File: config.mk
export PLATFORM = sky130hd
export DESIGN_NAME = cau_delay
export DESIGN_NICKNAME = d
export VERILOG_FILES = /design/src/rtl/cau_delay.sv
export SDC_FILE = /design/constraint.sdc
export NUM_CORES = 1
export LEC_CHECK = 0
export BUFFER_PORTS_ARGS = -buffer_cell sky130_fd_sc_hd__buf_2
export CAP_MARGIN = 0
export CELL_PAD_IN_SITES_DETAIL_PLACEMENT = 2
export CELL_PAD_IN_SITES_GLOBAL_PLACEMENT = 2
export CORE_ASPECT_RATIO = 0.8
export CORE_MARGIN = 4
export CORE_UTILIZATION = 43
export DETAILED_ROUTE_END_ITERATION = 8
export PLACE_DENSITY_LB_ADDON = 0.1
export SLEW_MARGIN = 10
export SYNTH_ARGS = -nofsm -noshare
export SYNTH_HDL_FRONTEND = slang
export SYNTH_SLANG_ARGS = --single-unit
File: constraint.sdc
create_clock -name clk -period 0.9 [get_ports clk]
set_input_delay 0.18 -clock clk [delete_from_list [all_inputs] [get_ports clk]]
set_output_delay 0.18 -clock clk [all_outputs]
set_load 0.05 [all_outputs]
File: src/rtl/cau_delay.sv
`timescale 1ns / 1ps
// Enabled shift line that carries side data alongside the arithmetic lanes.
// No dependencies.
module cau_delay #(
  parameter int W     = 8,
  parameter int DEPTH = 4
) (
  input  logic         clk,
  input  logic         en,
  input  logic [W-1:0] din,
  output logic [W-1:0] dout
);

  logic [W-1:0] tap_w [0:DEPTH];

  assign tap_w[0] = din;

  for (genvar s = 0; s < DEPTH; s++) begin : g_stage
    logic [W-1:0] tap_r;
    always_ff @(posedge clk) begin
      if (en) begin
        tap_r <= tap_w[s];
      end
    end
    assign tap_w[s+1] = tap_r;
  end

  assign dout = tap_w[DEPTH];

endmodule

==> flow_summary.yaml <==
routing:
  drt_iter0_markers: 6
  postRouteAntennaNets: 0
  viasPerCell: 4.74
  dr.pass1.iters: 3
  vias: 398
  wirelength_um: 1670
  route.detailed.drc: 0
  routedWlPerCell_um: 19.9
floorplan:
  die_area_um2: 3060
  die_h_um: 50.3
  dieWidth_um: 60.9
  rows: 15
  initial_utilization: 0.449
  ios: 18
  core_um2: 2140
finish:
  stdcell_area_um2: 1240
  final_cell_mix: "edfxtp_1, buf_2, buf_6, clkbuf_4, buf_12"
  area_growth_pct: 29.4
  diodes: 0
  final_common_cell: "edfxtp_1"
  fin_nets: 68
  drive_above_1_share: 0.441
  multi_input_gates: 0
  multi_input_area_um2: 0
  stdcell_count: 84
placement:
  place_congestion: 0.622
  place_area_um2: 1120
  port-buffer-count: 17
  dp_hpwl_um: 1080
  dp.cells: 76
hold_path:
  hold_path_class: "input pin to register"
  holdPathEnd: "g_stage[0].tap_r[0]"
  hp-start: "din[0]"
  holdPathStages: 1
logic_synthesis:
  syn-num-nets: 42
  syn_area_um2: 961
  yosysWarnings: 0
  synthTopCellsByArea: "edfxtp_1"
  ys_types: 1
  synth_top_area_frac: 1.00
  synth_area_leader_cell: "edfxtp_1"
  synthCells: 32
  ys_seq_area_frac: 1.00
  avgSynthCellArea_um2: 30.0
  ys_seq_elements: 32
timing:
  finalCriticalPeriod_ns: 1.07
  post-route-period-util: 1.19
  max_freq_ghz: 0.931
  tightest_slew_ns: 0.124
  setup_violations: 8
  rsz0062_at_grt: "true"
  fin_skew_ns: 0.0112
  drv_slew: 0
  max_slew_margin: 0.918
  worst_slack_ns: -0.175
  report.final.hold_viol_count: 0
power_and_ir_drop:
  irDropWorstVdd_mv: 1.46
  cellPowerDensity_nw_per_um2: 2430
  p_total_mw: 3.02
  p_leak_nw: 0.458
setup_path:
  worstSetupPathType: "register to primary output"
  endpoint_kind: "primary output"
  rrSetupSlack_ns: 0.21
  path_cells: "buf_6"
  rr_startpoint: "g_stage[2].tap_r[5]"
  cp_top_family: "flip-flops"
  r2r_cells: 0
  crit_buf_inv: 1
  crit_fanout: 1
  worstPathArrival_ns: 0.89
  rr_endpoint: "dout[5]"
  cp-start-kind: "register"
  cpMaxStageDelayCell: "edfxtp_1"
  cp.required_ns: 0.72
  slowest_delay_ns: 0.41
clocking:
  cts_tree: "built"
  cts_setup_buffers: 0
  h-tree-depth: 2
  cts_resized: 16
  cts_buffers: 5
  clk_latency_ns: 0.32
  cts_sinks: 32
  clk_pin_slew_ns: 0.11
  holdBufCountCts: 0
  root_buffer: "clkbuf_4"
  clockBufferDepth: 2
global_routing:
  grt_start_max_net_pins: 17
  grt_pass1_wl_um: 2610
  grt.total_usage: 0.137
  grt_pass1_vias: 453
  grt_overflow: 0
  antenna_found_initial: 0
job:
  cap_violations: 0
run_status:
  violations: "setup timing"
  status: "finished, violations left"
==> logic make-up (layout without fill, tap and decap cells) <==
group / after synthesis / count (layout) / share of synthesized area
buf+inv: 0 / 27 / 0
flops: 32 / 32 / 1.00
==> routing by layer <==
| layer | track usage | vias to the layer above | wire length (um) |
|---|---|---|---|
| li1 | - | 182 | - |
| met1 | 0.164 | 190 | 728 |
| met2 | 0.185 | 22 | 718 |
| met3 | 0.0797 | 4 | 192 |
| met4 | 0.0866 | 0 | 33 |
| met5 | 0 | - | 0 |
==> where the power goes <==
| part | internal (mW) | switching, mW | leakage (nW) |
|---|---|---|---|
| clock network | 0.582 | 0.470 | 0.0422 |
| registers | 1.75 | 0.0328 | 0.313 |
| logic | 0.0683 | 0.117 | 0.103 |
| total | 2.40 | 0.620 | 0.458 |
==> area by class of cell <==
| cell class | instances | area (um^2) |
|---|---|---|
| timing repair buffer | 19 | 175 |
| tap | 25 | 31.3 |
| sequential | 32 | 961 |
| clock buffer | 6 | 41.3 |
| fill | 157 | 896 |
| clock inverter | 2 | 35.0 |
==> stage by stage <==
step	util	setup WS, ns	TNS, ns	hold slack [ns]
3_5_place_dp	0.522	0.103	0	0.359
4_1_cts	0.581	-0.211	-1.54	0.0241
2_1_floorplan	-	0.119	0	0.279
3_3_place_gp	0.522	0.137	0	0.356
5_1_grt	0.581	-0.230	-1.68	0.00973
6_report	0.581	-0.175	-1.29	0.0409
==> worst max path at each step <==
stage | startpoint | endpoint | slack, ns | cells after the start
after floorplan | dout[0] | dout[0] | 0.12 | 0
after global placement | en | dout[0] | 0.14 | 2
after detailed placement | en | g_stage[1].tap_r[0] | 0.10 | 2
after CTS | dout[1] | dout[1] | -0.21 | 1
after global routing | dout[1] | dout[1] | -0.23 | 1
final | dout[5] | dout[5] | -0.17 | 1
==> flip-flops by register name, indices dropped and copies added (netlist names) <==
register / cells
g_stage.tap_r: 24
dout: 8
==> Yosys cell counts <==
library cell,instances
edfxtp_1,32
Power figures use the tool's default switching activity.
