==> src/rtl/cau_pkg.sv <==
`timescale 1ns / 1ps
// Shared types, constants and saturation helpers of the complex arithmetic unit.
// No dependencies.
package cau_pkg;

  localparam int CAU_FRAC_BITS = 8;
  localparam int DIV_QW        = 17;
  localparam int DIV_RW        = 50;
  localparam int SQRT_STEPS    = 16;
  localparam int LANE_DEPTH    = 17;

  typedef enum logic [2:0] {
    OP_ADD  = 3'd0,
    OP_SUB  = 3'd1,
    OP_MUL  = 3'd2,
    OP_DIV  = 3'd3,
    OP_MAG  = 3'd4,
    OP_CONJ = 3'd5,
    OP_EQ   = 3'd6,
    OP_NE   = 3'd7
  } op_t;

  typedef struct packed {
    logic neg;
    logic zero;
    logic ovf;
  } div_flags_t;

  typedef struct packed {
    op_t               op;
    logic signed [15:0] re;
    logic signed [15:0] im;
    logic              truth;
  } side_t;

  function automatic logic signed [15:0] sat16(input logic signed [32:0] v);
    if (v > 33'sd32767) begin
      return 16'sh7FFF;
    end else if (v < -33'sd32768) begin
      return 16'sh8000;
    end else begin
      return v[15:0];
    end
  endfunction

  function automatic logic signed [15:0] div_sat(input logic [DIV_QW-1:0] q,
                                                 input div_flags_t f);
    logic [DIV_QW-1:0] nq;
    nq = -q;
    if (f.zero) begin
      return 16'sh0000;
    end else if (f.neg) begin
      if (f.ovf || q > DIV_QW'(32768)) begin
        return 16'sh8000;
      end else begin
        return nq[15:0];
      end
    end else if (f.ovf || q > DIV_QW'(32767)) begin
      return 16'sh7FFF;
    end else begin
      return q[15:0];
    end
  endfunction

  function automatic logic signed [15:0] root_sat(input logic [15:0] r);
    if (r > 16'd32767) begin
      return 16'sh7FFF;
    end else begin
      return r;
    end
  endfunction

endpackage

==> src/rtl/cau_sqrt.sv <==
`timescale 1ns / 1ps
// Pipelined integer square root, one root bit per stage plus an output register.
// Depends on cau_pkg.
module cau_sqrt
  import cau_pkg::*;
(
  input  logic        clk,
  input  logic        en,
  input  logic [31:0] radicand_i,
  output logic [15:0] root_o
);

  logic [31:0] n_w [0:SQRT_STEPS];
  logic [18:0] r_w [0:SQRT_STEPS];
  logic [15:0] q_w [0:SQRT_STEPS];
  logic [15:0] root_r;

  assign n_w[0] = radicand_i;
  assign r_w[0] = '0;
  assign q_w[0] = '0;

  for (genvar s = 0; s < SQRT_STEPS; s++) begin : g_stage
    localparam int P = SQRT_STEPS - 1 - s;
    logic [18:0] rt;
    logic [18:0] trial;
    logic        ge;
    logic [31:0] n_r;
    logic [18:0] r_r;
    logic [15:0] q_r;

    assign rt    = {r_w[s][16:0], n_w[s][2*P+1:2*P]};
    assign trial = {1'b0, q_w[s], 2'b01};
    assign ge    = rt >= trial;

    always_ff @(posedge clk) begin
      if (en) begin
        n_r <= n_w[s];
        r_r <= ge ? (rt - trial) : rt;
        q_r <= {q_w[s][14:0], ge};
      end
    end

    assign n_w[s+1] = n_r;
    assign r_w[s+1] = r_r;
    assign q_w[s+1] = q_r;
  end

  always_ff @(posedge clk) begin
    if (en) begin
      root_r <= q_w[SQRT_STEPS];
    end
  end

  assign root_o = root_r;

endmodule

==> config.mk <==
export PLATFORM = sky130hd
export DESIGN_NAME = cau_sqrt
export DESIGN_NICKNAME = d
export VERILOG_FILES = /design/src/rtl/cau_pkg.sv /design/src/rtl/cau_sqrt.sv
export SDC_FILE = /design/constraint.sdc
export NUM_CORES = 1
export LEC_CHECK = 0
export BUFFER_PORTS_ARGS = -buffer_cell sky130_fd_sc_hd__buf_2
export CORE_MARGIN = 2
export CORE_UTILIZATION = 30
export DETAILED_ROUTE_END_ITERATION = 10
export PLACE_DENSITY = 0.42
export REMOVE_ABC_BUFFERS = 1
export SLEW_MARGIN = 10
export SYNTH_ARGS = -nofsm -noshare
export SYNTH_HDL_FRONTEND = slang
export SYNTH_SLANG_ARGS = --single-unit
==> constraint.sdc <==
create_clock -name clk -period 4.3 [get_ports clk]
set_input_delay 0.215 -clock clk [delete_from_list [all_inputs] [get_ports clk]]
set_output_delay 0.215 -clock clk [all_outputs]
set_load 0.02 [all_outputs]
==> results.toml <==
[timing]
relSlewSlack_pct = 29.1
final-setup-viol-count = 0
rsz0062_at_grt = "no"
finClkSkew_ns = 0.0194
fin_crit_sh_pct = 75.3
tightest_slew_ns = 1.06
finalSetupTns_ns = 0
period_needed_ns = 3.24
drv_slew = 0
fmax_mhz = 309
hold_violations = 0

[route]
routed_via_density = 4.57
num_vias = 16500
wl_per_cell_um = 15.4
postRouteAntennaNets = 0
drt_pass1_iterations = 6
drtIter0Drc = 1012
wl_um = 55500
drc = 0

[yosys]
yosys-top-cells-area = "edfxtp_1 66%, ha_1 6.6%, inv_1 2.7%"
synth-edff-count = 629
synth_top_area_cell = "edfxtp_1"
synthCells = 2129
ys_ff_latch = 629
ys_warn_count = 0
ys_seq_area_share_pct = 65.7
async_flop_share_pct = 0
yosysUniqueCellTypes = 81
ys.flop_type = "edfxtp_1"
avgSynthCellArea_um2 = 13.5
synth_top_area_share_pct = 65.7
synthesis.area_mm2 = 0.0287

[setup_path]
critPathKind = "flop to flop"
reg2reg_depth = 7
crit_chain = "or3_1 > or3_1 > nor4_1 > o31a_1 > and2_1 > nor4b_1 > xor2_1"
slowest_delay_ns = 0.66
crit_path_top_delay_cell = "and2_1"
crit_path_max_fanout = 20
cp.required_ns = 4.65
cp-start-kind = "flop"
critical-path-top-delay-family = "simple AND/OR/NAND/NOR gates"
arrival_ns = 3.59
crit_top_cell = "or3_1"
end_kind = "flop"
crit_buf_inv = 0
worst-path-stages = 7

[floorplanning]
dieWidth_um = 313
ios = 50
die_h_um = 313
die_area_mm2 = 0.0983
core_area_mm2 = 0.0950
num_rows = 113
initial_core_util_pct = 30.2

[clock_tree]
cts.clk_slew.worst_paths_ns = 0.06
clk_latency_ns = 0.63
numCtsBuffers = 79
root_buffer = "clkbuf_16"
htree_num_levels = 3
cts_tree = "done"
cts_setup_buffers = 0
numClockSinks = 629
cts_resized = 0
cts_hold_buf = 33
clockBufferDepth = 3

[grt]
grt_max_degree = 96
grt_pass1_vias = 16500
grt_antenna_before_repair = 0
grt-ovfl-total = 0
grt_pass1_wl_um = 89800
grt.total_usage_pct = 11.4

[run]
max_cap_viol_count = 0

[layout]
fin_nets = 2467
layout-drive-gt1-share_pct = 10.3
area_growth_syn_to_layout_pct = 16.9
fin_cells = 3609
num_antenna_cells = 0

[power_and_ir_drop]
cellLeakagePower_nw = 12.8
ir_worst_vdd_uv = 258
p_total_mw = 16.8
pwr_density_cell_mw_per_mm2 = 501

[placement]
io_buffers = 49
dp_hpwl_um = 38500
dp_cells = 3432
place_congestion = 0.821

[hold_path]
holdCritPathClass = "input pin to flop"
whs_path_depth = 1

[status]
status = "complete, no violations"
-- flip-flops by register name (all words and copies together), names as in the netlist --
name,count
root_o,16
g_stage.r_r,237
g_stage.q_r,136
g_stage.n_r,240
-- per-layer routing --
layer	vias to the layer above	track usage [%]	share of wire [%]
li1	8229	-	-
met1	7894	15.3	47
met2	292	18.0	46
met3	93	2.28	4.3
met4	0	4.38	2.6
met5	-	0	0
-- power by group --
part           switching, mW  total (mW)  internal [mW]
logic                   1.28        2.29           1.02
registers              0.366        7.92           7.55
clock network           2.61        6.61           4.00
total                   4.25        16.8           12.6
-- final timing paths --
check             slack (ns)            endpoint         startpoint
hold / removal          0.07   g_stage[0].n_r[1]                 en
hold reg to reg         0.41   g_stage[9].n_r[4]  g_stage[8].n_r[4]
setup reg to reg        1.06  g_stage[6].r_r[12]  g_stage[5].r_r[9]
setup / recovery        1.06  g_stage[6].r_r[12]  g_stage[5].r_r[9]
-- cells by family after synthesis --
| family | after synthesis | synth area share, % |
|---|---|---|
| XOR/XNOR | 152 | 4.63 |
| buffers and inverters | 238 | 3.17 |
| adder cells (fa/ha/maj) | 152 | 6.62 |
| AND/OR/NAND/NOR | 509 | 9.08 |
| other | 1 | 0.0131 |
| flip-flops | 629 | 65.7 |
| multiplexers | 45 | 1.72 |
| AO/OA/AOI/OAI | 403 | 9.02 |
-- cell usage in the layout (no fill, tap or decap), types with 10 or more instances in the layout --
master	n
a21o_1	49
and2_1	12
nor3_1	52
dlygate4sd3_1	33
clkinv_1	11
buf_2	48
nand2_1	101
buf_4	10
nor4_1	33
inv_1	210
o21ai_1	13
clkinv_2	19
edfxtp_1	629
a21boi_0	12
a31oi_1	12
nand4_1	15
nor2_1	124
or3_1	21
mux2i_1	10
ha_1	152
o21a_1	34
xnor2_1	78
o31ai_1	24
a21oi_1	110
clkbuf_1	14
mux2_2	35
bufinv_16	10
nand3_1	44
o21ai_0	75
clkbuf_16	79
xor2_1	74
nand2b_1	22
nor2b_1	25
-- worst reg2reg max path: stages (launching register included) --
cell	delay, ns
edfxtp_1	0.49
or3_1	0.38
or3_1	0.41
nor4_1	0.43
o31a_1	0.26
and2_1	0.66
nor4b_1	0.16
xor2_1	0.18
-- synth_stat cells, drive strengths merged, types with 10 or more instances --
master and number:
a21oi 110, o21ai 88, nor2 124, or3 21, inv 211, a21o 49, xnor2 78, o21a 34
nand3 45, nor3 53, clkbuf 15, nor2b 25, o31ai 25, a21boi 13, a31oi 12, nor4 35
xor2 74, mux2i 10, nand2b 22, nand4 15, nand2 102, edfxtp 629, mux2 35, buf 12
and2 12, ha 152
-- metrics by stage --
step,hold WS (ns),area [um^2],utilization [%],setup slack (ns)
floorplan,0.314,28600,-,1.30
global placement,0.392,30600,32.3,0.963
detailed placement,0.393,30600,32.3,0.993
CTS,0.101,33600,35.3,0.991
global route,0.110,33600,35.3,0.890
finish,0.0688,33600,35.3,1.06
-- layout make-up --
type / count / area (um^2)
fillers: 9210 / 61400
flip-flops and latches: 629 / 18900
multi-input cells: 1262 / 8930
clock buffers: 93 / 2030
well taps: 1265 / 1580
inverters: 211 / 792
repair buffers: 98 / 781
clock inverters: 51 / 571
(Power assumes the default switching activity.)
