$ cat config.mk
export PLATFORM = sky130hd
export DESIGN_NAME = cau_divider
export DESIGN_NICKNAME = d
export VERILOG_FILES = /design/src/rtl/cau_pkg.sv /design/src/rtl/cau_divider.sv
export SDC_FILE = /design/constraint.sdc
export NUM_CORES = 2
export LEC_CHECK = 0
export BUFFER_PORTS_ARGS = -buffer_cell sky130_fd_sc_hd__buf_4
export CORE_UTILIZATION = 45
export CTS_BUF_LIST = sky130_fd_sc_hd__clkbuf_4 sky130_fd_sc_hd__clkbuf_8 sky130_fd_sc_hd__clkbuf_16
export DETAILED_ROUTE_END_ITERATION = 10
export PLACE_DENSITY_LB_ADDON = 0.12
export RECOVER_POWER = 25
export SLEW_MARGIN = 5
export SYNTH_ARGS = -nofsm -noshare
export SYNTH_HDL_FRONTEND = slang
export SYNTH_SLANG_ARGS = --single-unit
$ cat constraint.sdc
create_clock -name clk -period 4.6 [get_ports clk]
set_input_delay 0.46 -clock clk [delete_from_list [all_inputs] [get_ports clk]]
set_output_delay 0.46 -clock clk [all_outputs]
set_load 0.01 [all_outputs]
$ cat src/rtl/cau_pkg.sv
`timescale 1ns / 1ps
// Shared types, constants and saturation helpers of the complex arithmetic unit.
// No dependencies.
package cau_pkg;

  localparam int CAU_FRAC_BITS = 8;
  localparam int DIV_QW        = 17;
  localparam int DIV_RW        = 50;
  localparam int SQRT_STEPS    = 16;
  localparam int LANE_DEPTH    = 17;

  typedef enum logic [2:0] {
    OP_ADD  = 3'd0,
    OP_SUB  = 3'd1,
    OP_MUL  = 3'd2,
    OP_DIV  = 3'd3,
    OP_MAG  = 3'd4,
    OP_CONJ = 3'd5,
    OP_EQ   = 3'd6,
    OP_NE   = 3'd7
  } op_t;

  typedef struct packed {
    logic neg;
    logic zero;
    logic ovf;
  } div_flags_t;

  typedef struct packed {
    op_t               op;
    logic signed [15:0] re;
    logic signed [15:0] im;
    logic              truth;
  } side_t;

  function automatic logic signed [15:0] sat16(input logic signed [32:0] v);
    if (v > 33'sd32767) begin
      return 16'sh7FFF;
    end else if (v < -33'sd32768) begin
      return 16'sh8000;
    end else begin
      return v[15:0];
    end
  endfunction

  function automatic logic signed [15:0] div_sat(input logic [DIV_QW-1:0] q,
                                                 input div_flags_t f);
    logic [DIV_QW-1:0] nq;
    nq = -q;
    if (f.zero) begin
      return 16'sh0000;
    end else if (f.neg) begin
      if (f.ovf || q > DIV_QW'(32768)) begin
        return 16'sh8000;
      end else begin
        return nq[15:0];
      end
    end else if (f.ovf || q > DIV_QW'(32767)) begin
      return 16'sh7FFF;
    end else begin
      return q[15:0];
    end
  endfunction

  function automatic logic signed [15:0] root_sat(input logic [15:0] r);
    if (r > 16'd32767) begin
      return 16'sh7FFF;
    end else begin
      return r;
    end
  endfunction

endpackage

$ cat src/rtl/cau_divider.sv
`timescale 1ns / 1ps
// Pipelined restoring divider, one quotient bit per stage, with overflow detect.
// Depends on cau_pkg.
module cau_divider
  import cau_pkg::*;
(
  input  logic              clk,
  input  logic              en,
  input  logic [DIV_RW-1:0] num_i,
  input  logic [31:0]       den_i,
  input  div_flags_t        flags_i,
  output logic [DIV_QW-1:0] quo_o,
  output div_flags_t        flags_o
);

  logic [DIV_RW-1:0] r_w [0:DIV_QW];
  logic [DIV_QW-1:0] q_w [0:DIV_QW];
  logic [31:0]       d_w [0:DIV_QW];
  div_flags_t        f_w [0:DIV_QW];

  assign r_w[0]      = num_i;
  assign q_w[0]      = '0;
  assign d_w[0]      = den_i;
  assign f_w[0].neg  = flags_i.neg;
  assign f_w[0].zero = flags_i.zero;
  // quotient would need more than DIV_QW bits
  assign f_w[0].ovf  = num_i >= (DIV_RW'(den_i) << DIV_QW);

  for (genvar s = 0; s < DIV_QW; s++) begin : g_stage
    localparam int B = DIV_QW - 1 - s;
    logic [DIV_RW-1:0] dsh;
    logic              ge;
    logic [DIV_RW-1:0] r_r;
    logic [DIV_QW-1:0] q_r;
    logic [31:0]       d_r;
    div_flags_t        f_r;

    assign dsh = DIV_RW'(d_w[s]) << B;
    assign ge  = r_w[s] >= dsh;

    always_ff @(posedge clk) begin
      if (en) begin
        r_r <= ge ? (r_w[s] - dsh) : r_w[s];
        q_r <= {q_w[s][DIV_QW-2:0], ge};
        d_r <= d_w[s];
        f_r <= f_w[s];
      end
    end

    assign r_w[s+1] = r_r;
    assign q_w[s+1] = q_r;
    assign d_w[s+1] = d_r;
    assign f_w[s+1] = f_r;
  end

  assign quo_o   = q_w[DIV_QW];
  assign flags_o = f_w[DIV_QW];

endmodule

==> flow_summary.json <==
{
  "synthXorXnorAreaFrac": 0.0604,
  "io_buffers": 105,
  "intPower_mw": 37.8,
  "synth_top_area_share": 0.536,
  "power_frac_clock": 0.231,
  "hold_viol_final": 0,
  "finalPower_mw": 58.9,
  "synth_fa_ha_area_frac": 0.0887,
  "fin_crit_ns": 4.39,
  "max-cap-violations": 1,
  "power_leakage_nw": 37.9,
  "cp_slowest_cell": "a31oi_1",
  "synth-compound-area-share": 0.148,
  "syn_inst": 7711,
  "antenna_found_initial": 7,
  "numCtsBuffers": 173,
  "rsz0062_at_grt": "false",
  "htreeDepth": 4,
  "synth_top_family_by_area": "compound AO/OA/AOI/OAI gates",
  "setup_violations": 0,
  "die_width_um": 436,
  "viasPerCell": 5.42,
  "seqPwrFrac": 0.365,
  "start_util": 0.453,
  "num_vias": 57702,
  "min_path_cells": 2,
  "root_buffer": "clkbuf_16",
  "drive_above_1_share": 0.0839,
  "min_period_over_period": 0.955,
  "cp_top_family": "compound AO/OA/AOI/OAI gates",
  "fin_skew_ns": 0.0467,
  "synth-warning-count": 0,
  "yosys-top-cells-area": "edfxtp_1 (54%), ha_1 (8.5%), a21oi_1 (3.8%), o21ai_0 (3.4%), xnor2_1 (3.3%)",
  "ys.flop_type": "edfxtp_1",
  "wl_per_cell_um": 18.9,
  "synth_cell_types": 102,
  "power_switching_mw": 21.2,
  "first_iter_violations": 2765,
  "ant_nets": 0,
  "drv_slew": 100,
  "cp_max_fo": 3,
  "ys_async_sr_fraction": 0,
  "clock_sinks": 1516,
  "end_kind": "flip-flop",
  "clkTransAtPathRegs_ns": 0.06,
  "dp_hpwl_um": 158000,
  "ir_worst_vdd_v": 0.000327,
  "ys_ff_latch": 1516,
  "synth_edf_count": 1516,
  "path_cells": "inv_1, ha_1, inv_1, fa_1, a211oi_1, o211ai_1, a31oi_1, o21ai_0, a31oi_1, o21ai_0, a21o_1, a21oi_1, nor4b_1, xor2_1",
  "cp.required_ns": 5.13,
  "drcViolationCount": 0,
  "cts_tree": "built",
  "fillers": 16438,
  "grt_max_degree": 118,
  "overflow": 0,
  "yosysMostFrequentCell": "edfxtp_1",
  "ys_seq_area_frac": 0.536,
  "synthesis.area_um2": 84900,
  "firstDrtPassIters": 5,
  "synth_top_area_cell": "edfxtp_1",
  "worst_r2r_path_depth": 14,
  "syn_area_per_cell_um2": 11.0,
  "tns_ns": 0,
  "clock.fmax_mhz": 228,
  "path_class": "flip-flop to flip-flop",
  "combPwrFrac": 0.404,
  "fp-row-count": 159,
  "grt_pass1_vias": 60081,
  "clockBufferDepth": 3,
  "status": "finished, violations left",
  "grt_pass1_wl_um": 315000,
  "drt_wl_total_um": 202000,
  "cpPeakStageDelay_ns": 0.49,
  "arrival_ns": 4.92,
  "synthTopCellsByCount": "edfxtp_1 (1516), inv_1 (675), nand2_1 (650)",
  "slew_headroom": -1.59,
  "path_buf_inv": 2,
  "hp-class": "input pin to flip-flop",
  "grtUsageTotal": 0.210,
  "clk_latency_ns": 0.84,
  "pin_count": 107,
  "die-area_um2": 190000,
  "switching_share": 0.359,
  "areaGrowthSynthToFinish_pct": 13.2,
  "violations": "max-capacitance violations, max-slew violations",
  "start_kind": "flip-flop",
  "die_h_um": 436,
  "path_depth": 14,
  "worstMarginPinSlew_ns": 3.88,
  "synthSimpleGateAreaFrac": 0.114,
  "final_nets": 8695,
  "globalplace.congestion": 1.01,
  "coreArea_um2": 188000,
  "muxShareOfSynthArea": 0.0112,
  "ctsResizeCount": 0,
  "power_density_nw_per_um2": 613,
  "syn_nets": 8390
}
what timing repair did:
item / in CTS / in global routing
setup buffers: 0 / 0
hold endpoints to repair: 84 / 0
hold buffers: 84 / 0
setup endpoints to repair: 0 / 0
placed cells by master (no fill, tap or decap), types with 84 or more instances in the layout:
cell / netlist / layout
xor2_1: 263 / 263
buf_4: 4 / 193
ha_1: 576 / 576
xnor2_1: 323 / 323
edfxtp_1: 1516 / 1516
nor2_1: 439 / 437
o21ai_0: 572 / 572
a21o_1: 292 / 290
nand4_1: 123 / 123
nand2_1: 650 / 649
nor3_1: 124 / 124
inv_1: 675 / 675
dlygate4sd3_1: 0 / 84
nand3_1: 128 / 128
a21oi_1: 637 / 637
clkbuf_16: 0 / 173
sequential cells by signal (all words and copies together) (netlist names):
| signal | count |
|---|---|
| g_stage.r_r | 800 |
| flags_o | 3 |
| g_stage.q_r | 136 |
| f_w | 48 |
| g_stage.d_r | 512 |
| quo_o | 17 |
per-layer routing:
layer  part of all wire  vias up  global-route usage
met5                  0        -                   0
met4              0.062        0               0.135
met3              0.025      547              0.0263
met2               0.58     1121               0.438
met1               0.33    27055               0.182
li1                   -    28979                   -
cells by family after synthesis:
kind of cell	Yosys count
flip-flops	1516
buffers and inverters	902
AO/OA/AOI/OAI	2047
adder cells (fa/ha/maj)	592
multiplexers	81
AND/OR/NAND/NOR	1987
XOR/XNOR	586
final timing paths:
path                 startpoint                 end  slack, ns
max reg2reg  g_stage[0].r_r[15]  g_stage[1].r_r[49]       0.21
min                    den_i[2]   g_stage[0].d_r[2]       0.37
max          g_stage[0].r_r[15]  g_stage[1].r_r[49]       0.21
min reg2reg             f_w[49]             f_w[46]       0.40
power by group through the flow:
stage / Clock, mW / Sequential (mW) / Combinational (mW)
6_report: 13.6 / 21.5 / 23.8
5_1_grt: 14.5 / 21.9 / 26.3
4_1_cts: 14.1 / 21.5 / 23.7
3_5_place_dp: 0 / 21.8 / 23.5
3_3_place_gp: 0 / 21.7 / 23.2
2_1_floorplan: 0 / 21.1 / 17.4
per-stage QoR:
stage	area, µm²	cells	hold slack (ns)	utilization	setup slack (ns)
floorplan	84900	7711	0.400	-	1.02
global placement	89600	10252	0.401	0.478	0.308
detailed placement	89600	10252	0.405	0.478	0.288
CTS	96200	10649	0.182	0.513	0.223
global route	96100	10654	0.323	0.512	0.00992
finish	96100	10654	0.368	0.512	0.207
cell type report:
type                       instances  area [µm²]  share of cell area
inverter                         676        2540              0.0264
clock inverter                   107        1160              0.0120
tap                             2495        3120              0.0325
sequential                      1516       45500               0.474
multi-input combinational       5293       36100               0.375
antenna                            5        12.5            0.000130
timing repair buffer             356        3110              0.0324
clock buffer                     206        4580              0.0476
No activity file was read; power rests on OpenSTA's default activity.
